--- src/rtl/core/abr_pkg.sv ---
// Shared opcodes, widths and the execute request and result types of the ALU and branch resolver.
`default_nettype none

package abr_pkg;

    localparam int unsigned OP_W   = 8;
    localparam int unsigned WORD_W = 32;
    localparam int unsigned SH_W   = 5;
    localparam int unsigned FLAG_W = 4;

    localparam logic [OP_W-1:0] OP_ADD   = 8'd0;
    localparam logic [OP_W-1:0] OP_SUB   = 8'd1;
    localparam logic [OP_W-1:0] OP_AND   = 8'd2;
    localparam logic [OP_W-1:0] OP_OR    = 8'd3;
    localparam logic [OP_W-1:0] OP_XOR   = 8'd4;
    localparam logic [OP_W-1:0] OP_MUL   = 8'd5;
    localparam logic [OP_W-1:0] OP_SLL   = 8'd6;
    localparam logic [OP_W-1:0] OP_SRA   = 8'd7;
    localparam logic [OP_W-1:0] OP_SRL   = 8'd8;
    localparam logic [OP_W-1:0] OP_BEQ   = 8'd9;
    localparam logic [OP_W-1:0] OP_BNE   = 8'd10;
    localparam logic [OP_W-1:0] OP_BLT   = 8'd11;
    localparam logic [OP_W-1:0] OP_BGT   = 8'd12;
    localparam logic [OP_W-1:0] OP_BLE   = 8'd13;
    localparam logic [OP_W-1:0] OP_BGE   = 8'd14;
    localparam logic [OP_W-1:0] OP_JAL   = 8'd15;
    localparam logic [OP_W-1:0] OP_LOAD  = 8'd16;
    localparam logic [OP_W-1:0] OP_STORE = 8'd17;
    localparam logic [OP_W-1:0] OP_HALT  = 8'd20;

    typedef struct packed {
        logic [OP_W-1:0]          opcode;
        logic signed [WORD_W-1:0] operand_a;
        logic signed [WORD_W-1:0] operand_b;
    } t_exec_req;

    typedef struct packed {
        logic signed [WORD_W-1:0] alu_out;
        logic                     is_memory;
        logic                     branch_taken;
        logic                     halt_seen;
        logic                     unknown_op;
    } t_exec_res;

endpackage

`default_nettype wire

--- src/rtl/core/alu_and_branch_resolve_core.sv ---
// Top level of the ALU and branch resolver: input register, execute logic, result register.
//
// Usage:
//   A request enters on the s_axis channel: tuser holds the opcode, tdata the two
//   signed operands. One result leaves on the m_axis channel per request: tdata
//   holds alu_out, tuser the four flags.
//   A request accepted into the input register passes the execute logic and waits in
//   the result register, which drives m_axis.
//   Throughput: one request per cycle while m_axis_tready stays high, set by the
//   single-pass execute logic between the two registers; the 32x32 multiplier
//   low word is the longest path.
//   Reset (i_rst_n low at a rising edge) drops both stage valids; no request in
//   flight survives it; the data registers themselves are not reset.
//   When the receiver stalls, the result register holds its request and the input
//   register fills behind it; s_axis_tready then falls until m_axis_tready rises.
//   Bubbles on either side never lose, repeat or reorder results.
`default_nettype none

module alu_and_branch_resolve_core (
    input  wire         i_clk,
    input  wire         i_rst_n,
    input  wire         s_axis_tvalid,
    output logic        s_axis_tready,
    input  wire  [63:0] s_axis_tdata,   // operand_a [31:0], operand_b [63:32]
    input  wire  [7:0]  s_axis_tuser,   // opcode [7:0]
    output logic        m_axis_tvalid,
    input  wire         m_axis_tready,
    output logic [31:0] m_axis_tdata,   // alu_out [31:0]
    output logic [3:0]  m_axis_tuser    // is_memory, branch_taken, halt_seen, unknown_op
);

    logic                 r_s1_valid;
    abr_pkg::t_exec_req   r_s1_req;
    logic                 r_s2_valid;
    abr_pkg::t_exec_res   r_s2_res;
    abr_pkg::t_exec_res   n_s2_res;
    logic                 s1_ready;
    logic                 s2_ready;
    logic                 in_fire;
    logic                 s1_fire;

    assign s2_ready = !r_s2_valid || m_axis_tready;
    assign s1_ready = !r_s1_valid || s2_ready;
    assign in_fire  = s_axis_tvalid && s1_ready;
    assign s1_fire  = r_s1_valid && s2_ready;

    assign s_axis_tready = s1_ready;

    always_ff @(posedge i_clk) begin
        if (!i_rst_n) begin
            r_s1_valid <= 1'b0;
        end else if (s1_ready) begin
            r_s1_valid <= s_axis_tvalid;
        end
    end

    always_ff @(posedge i_clk) begin
        if (in_fire) begin
            r_s1_req.opcode    <= s_axis_tuser;
            r_s1_req.operand_a <= s_axis_tdata[31:0];
            r_s1_req.operand_b <= s_axis_tdata[63:32];
        end
    end

    abr_exec u_exec (
        .i_req (r_s1_req),
        .o_res (n_s2_res)
    );

    always_ff @(posedge i_clk) begin
        if (!i_rst_n) begin
            r_s2_valid <= 1'b0;
        end else if (s2_ready) begin
            r_s2_valid <= r_s1_valid;
        end
    end

    always_ff @(posedge i_clk) begin
        if (s1_fire) begin
            r_s2_res <= n_s2_res;
        end
    end

    assign m_axis_tvalid = r_s2_valid;
    assign m_axis_tdata  = r_s2_res.alu_out;
    assign m_axis_tuser  = {r_s2_res.unknown_op, r_s2_res.halt_seen,
                            r_s2_res.branch_taken, r_s2_res.is_memory};

    // at most one kind of flag per result
    a_flags_exclusive: assert property (@(posedge i_clk) disable iff (!i_rst_n)
        m_axis_tvalid |-> $onehot0(m_axis_tuser))
        else $error("more than one result flag set");

    // no data word for taken branches, halt or unknown opcodes
    a_zero_word: assert property (@(posedge i_clk) disable iff (!i_rst_n)
        (m_axis_tvalid && (m_axis_tuser[1] || m_axis_tuser[2] || m_axis_tuser[3]))
        |-> (m_axis_tdata == '0))
        else $error("nonzero alu_out on a control result");

    // an accepted request occupies the input register next cycle
    a_in_lands: assert property (@(posedge i_clk) disable iff (!i_rst_n)
        in_fire |=> r_s1_valid)
        else $error("accepted request lost in input register");

    // a request leaving the input register reaches the result register
    a_s1_moves: assert property (@(posedge i_clk) disable iff (!i_rst_n)
        s1_fire |=> r_s2_valid)
        else $error("request lost between stages");

    // a stalled result stays valid
    a_stall_keeps: assert property (@(posedge i_clk) disable iff (!i_rst_n)
        (r_s2_valid && !m_axis_tready) |=> (r_s2_valid && $stable(r_s2_res)))
        else $error("stalled result changed");

endmodule

`default_nettype wire

--- src/rtl/core/abr_exec.sv ---
// Combinational execute logic: ALU, shifter, multiplier low word and branch compare.
`default_nettype none

module abr_exec (
    input  wire abr_pkg::t_exec_req i_req,
    output abr_pkg::t_exec_res      o_res
);

    logic [abr_pkg::WORD_W-1:0] a_u;
    logic [abr_pkg::WORD_W-1:0] b_u;
    logic [abr_pkg::WORD_W-1:0] sum;
    logic [abr_pkg::WORD_W-1:0] prod;
    logic [abr_pkg::SH_W-1:0]   shamt;
    logic                       eq;
    logic                       lt;

    assign a_u   = i_req.operand_a;
    assign b_u   = i_req.operand_b;
    assign sum   = a_u + b_u;
    // keep only the low word of the product
    assign prod  = a_u * b_u;
    assign shamt = b_u[abr_pkg::SH_W-1:0];
    assign eq    = (a_u == b_u);
    assign lt    = (i_req.operand_a < i_req.operand_b);

    always_comb begin
        o_res = '0;
        case (i_req.opcode)
            abr_pkg::OP_ADD:   o_res.alu_out = sum;
            abr_pkg::OP_SUB:   o_res.alu_out = a_u - b_u;
            abr_pkg::OP_AND:   o_res.alu_out = a_u & b_u;
            abr_pkg::OP_OR:    o_res.alu_out = a_u | b_u;
            abr_pkg::OP_XOR:   o_res.alu_out = a_u ^ b_u;
            abr_pkg::OP_MUL:   o_res.alu_out = prod;
            abr_pkg::OP_SLL:   o_res.alu_out = a_u << shamt;
            abr_pkg::OP_SRA:   o_res.alu_out = i_req.operand_a >>> shamt;
            abr_pkg::OP_SRL:   o_res.alu_out = a_u >> shamt;
            abr_pkg::OP_BEQ:   o_res.branch_taken = eq;
            abr_pkg::OP_BNE:   o_res.branch_taken = !eq;
            abr_pkg::OP_BLT:   o_res.branch_taken = lt;
            abr_pkg::OP_BGT:   o_res.branch_taken = !lt && !eq;
            abr_pkg::OP_BLE:   o_res.branch_taken = lt || eq;
            abr_pkg::OP_BGE:   o_res.branch_taken = !lt;
            abr_pkg::OP_JAL:   o_res.branch_taken = 1'b1;
            abr_pkg::OP_LOAD,
            abr_pkg::OP_STORE: begin
                o_res.alu_out   = sum;
                o_res.is_memory = 1'b1;
            end
            abr_pkg::OP_HALT:  o_res.halt_seen = 1'b1;
            default:           o_res.unknown_op = 1'b1;
        endcase
    end

endmodule

`default_nettype wire

--- config.mk ---
export PLATFORM = sky130hd
export DESIGN_NAME = alu_and_branch_resolve_core
export DESIGN_NICKNAME = d
export VERILOG_FILES = /design/src/rtl/core/abr_pkg.sv /design/src/rtl/core/alu_and_branch_resolve_core.sv /design/src/rtl/core/abr_exec.sv
export SDC_FILE = /design/constraint.sdc
export NUM_CORES = 2
export LEC_CHECK = 0
export ABC_AREA = 0
export BUFFER_PORTS_ARGS = -buffer_cell sky130_fd_sc_hd__buf_2
export CORE_MARGIN = 4
export CORE_UTILIZATION = 50
export DETAILED_ROUTE_END_ITERATION = 7
export PLACE_DENSITY = 0.75
export SYNTH_ARGS = -nofsm -noshare
export SYNTH_HDL_FRONTEND = slang
export SYNTH_SLANG_ARGS = --single-unit
--- constraint.sdc ---
create_clock -name i_clk -period 20.7 [get_ports i_clk]
set_input_delay 3.105 -clock i_clk [delete_from_list [all_inputs] [get_ports i_clk]]
set_output_delay 3.105 -clock i_clk [all_outputs]
set_load 0.05 [all_outputs]
# Yosys cells after proc, flatten, opt, wreduce, memory -nomap -nowiden

Index checks and enable logic that the tools add are counted.

Add/sub/neg operators: 2
Multipliers: 1
Order comparisons: 1
Eq/ne operators: 19
Shift operators: 3
Multiplexer cells: 5
Bitwise operators: 3
Reductions and logical operators: 14

Operators with widths:

| kind                                                             | number |
|---|---|
| 32-bit case mux with 9 select lines                              | 1 |
| 8-bit by 4-bit == test with 1-bit output (second input constant) | 8 |
| 32-bit adder                                                     | 1 |
| 32-bit AND                                                       | 1 |
| 32-bit == test                                                   | 1 |
| 8-bit by 3-bit == test with 1-bit output (second input constant) | 4 |
| 32-bit less-than comparator                                      | 1 |
| 32-bit by 32-bit multiplier with 32-bit output                   | 1 |
| 32-bit OR                                                        | 1 |
| 32-bit by 5-bit << shifter with 32-bit output                    | 1 |
| 32-bit by 5-bit right shift with 32-bit output                   | 1 |
| 32-bit by 5-bit >>> shifter with 32-bit output                   | 1 |
| 32-bit subtractor                                                | 1 |
| 32-bit XOR                                                       | 1 |
| 8-bit by 5-bit == test with 1-bit output (second input constant) | 3 |
| 19-bit OR reduction                                              | 1 |
| 8-bit by 2-bit == test with 1-bit output (second input constant) | 2 |
| 8-bit by 1-bit == test with 1-bit output (second input constant) | 1 |
| 8-bit logical NOT                                                | 1 |
| 1-bit case mux with 7 select lines                               | 1 |
| 1-bit logical NOT                                                | 4 |
| 1-bit logical AND                                                | 3 |
| 1-bit logical OR                                                 | 3 |
| 1-bit 2-to-1 mux                                                 | 3 |
| other kinds (2)                                                  | 2 |

Register bits after elaboration: 110
Bits of input ports: 76
Output and inout bits: 38
Word-level logic and storage cells: 58

# Depth between registers and ports, before layout

Depth after elaboration: 4
Gate-level depth with buffers: 31
Depth with buffers taken out: 27

# Modules after synthesis

From an unflattened synthesis, not the netlist that was laid out.

Cells, all modules: 3,132
Area total of the unflattened synthesis: 26,944.6 um^2

By module, submodules not included:

| module                      | instances | cells an instance | area each (um^2) | sequential area each (um^2) |
|---|---|---|---|---|
| abr_exec                    | 1         | 3,015             | 23,597.6         | 0.0 |
| alu_and_branch_resolve_core | 1         | 117               | 3,347.0          | 3,283.1 |

# Worst setup path after synthesis

Ideal clock, no wire load.

Path type: flip-flop to flip-flop
Start point: register r_s1_req[2] in the netlist's numbering
End point: register r_s2_res, in the netlist m_axis_tdata[25] (data pin)
Setup time: 0.276 ns
Arrival: 7.772 ns
Data required time: 20.424 ns
Setup slack: 12.652 ns
Stages on the path, launching flop included: 28
Path buffers: 3
Period minus slack after synthesis: 8.048 ns
Cells stage by stage: edfxtp_1 > inv_2 > buf_1 > clkbuf_1 > buf_1 > nor2_1 > fa_1 > inv_1 > fa_1 > fa_1 > fa_1 > inv_1 > fa_1 > inv_1 > fa_1 > inv_1 > fa_1 > fa_1 > ha_1 > a2111oi_0 > o21ai_0 > o21ai_0 > nand2_1 > a21o_1 > a21o_1 > a31oi_1 > xor2_1 > o221ai_1

RTL lines:

| item                 | line                              | text |
|---|---|---|
| from (decl)          | alu_and_branch_resolve_core.sv:33 | `abr_pkg::t_exec_req r_s1_req;` |
| to (signal assigned) | alu_and_branch_resolve_core.sv:80 | `r_s2_res <= n_s2_res;` |
| to (decl)            | alu_and_branch_resolve_core.sv:35 | `abr_pkg::t_exec_res r_s2_res;` |

==> impl_metrics.ini <==
[run_status]
outcome = finished clean

[cts]
hold_buffers = 0
htreeDepth = 3
cts_tree = yes
clk_path_buf_depth = 2
cts_resized = 0
clk_pin_slew_ps = 90
insertion_delay_ps = 420
root_buffer = clkbuf_16
cts.sinks = 110
post_cts_buffers = 0
cts_inserted_buffers = 9

[cells_and_area]
fin_nets = 3823
diodes = 0
areaGrowthSynthToFinish_pct = 5.66
drive_above_1_share = 0.0955
fillers = 4996

[global_routing]
grt_pass1_vias = 25000
grt_start_max_net_pins = 68
antenna_found_initial = 0
overflow = 0
grt_pass1_wl_um = 161000
grt_usage = 0.382

[timing]
fin_worst_skew_ps = 34.3
fmaxAchievable_ghz = 0.111
slew_violations = 0
fin_crit_sh = 0.434
rsz0062_at_grt = false
relSlewSlack = 0.204
worstMarginPinSlew_ps = 1190
hold_viol_final = 0
fin_crit_ps = 8980
setup_tns_ps = 0
setup_viol = 0
setup_slack_ps = 11720

[routing]
via_per_inst = 6.46
routed_wl_um = 109000
drc = 0
routedWlPerCell_um = 28.6
dr.pass1.iters = 8
postRouteAntennaNets = 0
drt-initial-drc-count = 3594
vias = 24600

[placed_design]
dp_hpwl_um = 83100
io_buffers = 113
pre_cts_slack_ps = 12010
gp_congestion = 1.07

[worst_setup_path]
slowest_stage = edfxtp_1
cpPeakStageDelay_ps = 950
crit_path_max_fanout = 18
required_ps = 20850
crit_top_cell = fa_1
crit_buf_inv = 5
crit_path_end_kind = flop
crit_family = adder cells
worstPathCellList = inv_1 -> nor2_1 -> fa_1 -> fa_1 -> fa_1 -> inv_1 -> fa_1 -> inv_1 -> fa_1 -> inv_1 -> fa_1 -> inv_1 -> fa_1 -> fa_1 -> ha_1 -> a2111oi_0 -> o21ai_0 -> o21ai_0 -> a21oi_1 -> o31ai_1 -> xor2_1 -> nor2_1 -> a2111oi_2 -> o21ai_1
worstSetupStartpointType = flop
arrival_ps = 9130
crit_type = reg2reg

[yosys]
yosys_register_bits = 110
synth.yosys.seq_area_share = 0.122
synth-edff-count = 108
syn_area_um2 = 26900
syn_inst = 3100
syn_nets = 3806
synth_area_per_cell_um2 = 8.67
ys.flop_type = edfxtp_1
synth_cell_types = 90
synth_warnings = 0
synthArstFlopShare = 0

[floorplan]
die_y_um = 240
io_pins = 114
die_w_um = 240
rows = 84
start_util = 0.508
die_area_um2 = 57500
core_area_um2 = 52900

[job]
cap_viol_max_count = 0

[worst_hold_path]
hold_path_class = reg2reg
state kept, by name, summed over array words and instances, names as in the netlist:
register,count
m_axis_tvalid,1
r_s1_valid,1
r_s1_req,72
m_axis_tuser,4
m_axis_tdata,32
final timing paths:
check / cells past startpoint / slack [ps] / end / start
worst min-delay path: 1 / 540 / m_axis_tvalid$_SDFFE_PN0P_ / r_s1_valid$_SDFFE_PN0N_
worst min register to register: 1 / 540 / m_axis_tvalid$_SDFFE_PN0P_ / r_s1_valid$_SDFFE_PN0N_
worst max register to register: 24 / 11720 / m_axis_tdata[29]$_DFFE_PP_ / r_s1_req[45]$_DFFE_PP_
worst max-delay path: 24 / 11720 / m_axis_tdata[29]$_DFFE_PP_ / r_s1_req[45]$_DFFE_PP_
per-stage QoR:
step,std cells,cell area (um^2),hold WS (ps),utilization
3_5_place_dp,3794,28100,526,0.531
4_1_cts,3810,28400,545,0.537
3_3_place_gp,3794,28100,517,0.531
6_report,3810,28400,541,0.537
5_1_grt,3810,28400,587,0.537
2_1_floorplan,3100,26900,477,-
worst reg2reg max path, cell delays in order (launching register included):
cell	delay, ps
edfxtp_1	950
inv_1	580
nor2_1	310
fa_1	450
fa_1	490
fa_1	510
inv_1	50
fa_1	480
inv_1	60
fa_1	490
inv_1	60
fa_1	520
inv_1	50
fa_1	500
fa_1	420
ha_1	370
a2111oi_0	550
o21ai_0	170
o21ai_0	200
a21oi_1	180
o31ai_1	670
xor2_1	290
nor2_1	90
a2111oi_2	210
o21ai_1	100
cell usage after synthesis (7+ instances only):
library cell,n,area share
o21ai_0,128,0.024
edfxtp_1,108,0.12
mux2i_1,47,0.018
a221oi_1,22,0.0072
nand2_1,324,0.045
xnor2_1,76,0.025
o21ai_1,8,0.0015
o22ai_1,17,0.0040
o31ai_1,16,0.0045
nor3_1,46,0.0086
nand4_1,7,0.0016
clkbuf_1,117,0.016
ha_1,220,0.10
o21bai_1,17,0.0048
xor2_1,26,0.0085
nor2b_1,9,0.0021
a21oi_1,136,0.025
mux2_2,9,0.0038
fa_1,410,0.31
mux4_2,48,0.040
buf_2,23,0.0043
a221o_1,9,0.0034
buf_1,29,0.0041
o221ai_1,15,0.0049
nand2b_1,10,0.0023
nor2_1,474,0.066
or3_1,14,0.0033
a21o_1,28,0.0078
a211oi_1,14,0.0039
a31oi_1,9,0.0021
o211ai_1,17,0.0048
and3_1,9,0.0021
nor4_1,10,0.0023
and2_1,7,0.0016
clkinv_1,12,0.0017
inv_1,460,0.064
a211o_1,10,0.0033
o21a_1,12,0.0034
nand3_1,32,0.0060
area by class of cell:
| class | instances | area (um^2) | share of cell area |
|---|---|---|---|
| inverter | 478 | 1790 | 0.0632 |
| clock buffer | 9 | 225 | 0.00793 |
| clock inverter | 7 | 83.8 | 0.00295 |
| tap | 688 | 861 | 0.0303 |
| timing repair buffer | 185 | 1110 | 0.0390 |
| multi-input combinational | 2333 | 21000 | 0.741 |
| sequential | 110 | 3280 | 0.116 |
per-layer routing:
metal  track usage  vias up  routed length [um]  part of all wire
met4         0.217        0                8000             0.073
met2         0.565     1938               46400              0.43
met1         0.492    12000               39400              0.36
li1              -    10200                   -                 -
met3         0.131      474               15300              0.14
met5             0        -                   0                 0
cell usage in the layout, fill, tap and decap left out, drive strengths merged, types with 23 or more instances in the layout:
cell / netlist / layout
xnor2: 76 / 76
a21o: 29 / 29
a21oi: 138 / 138
buf: 61 / 185
edfxtp: 108 / 108
fa: 410 / 410
nor2: 474 / 474
nand3: 33 / 33
xor2: 26 / 26
ha: 220 / 220
a221oi: 23 / 23
mux4: 48 / 48
nor3: 47 / 47
inv: 466 / 470
o21ai: 136 / 136
nand2: 324 / 324
mux2i: 47 / 47
cells by family after synthesis:
kind of cell / Yosys count / share of synthesized area
DFF: 110 / 0.122
buffers and inverters: 657 / 0.0957
adders and majority gates: 630 / 0.408
AOI/OAI and AO/OA: 529 / 0.130
muxes: 104 / 0.0615
and+or+nand+nor: 968 / 0.149
xor gates and xnor gates: 102 / 0.0333
Power is left out: the tool's default activity adds up to more than one toggle a clock period on the data nets, which glitch-free logic cannot reach.
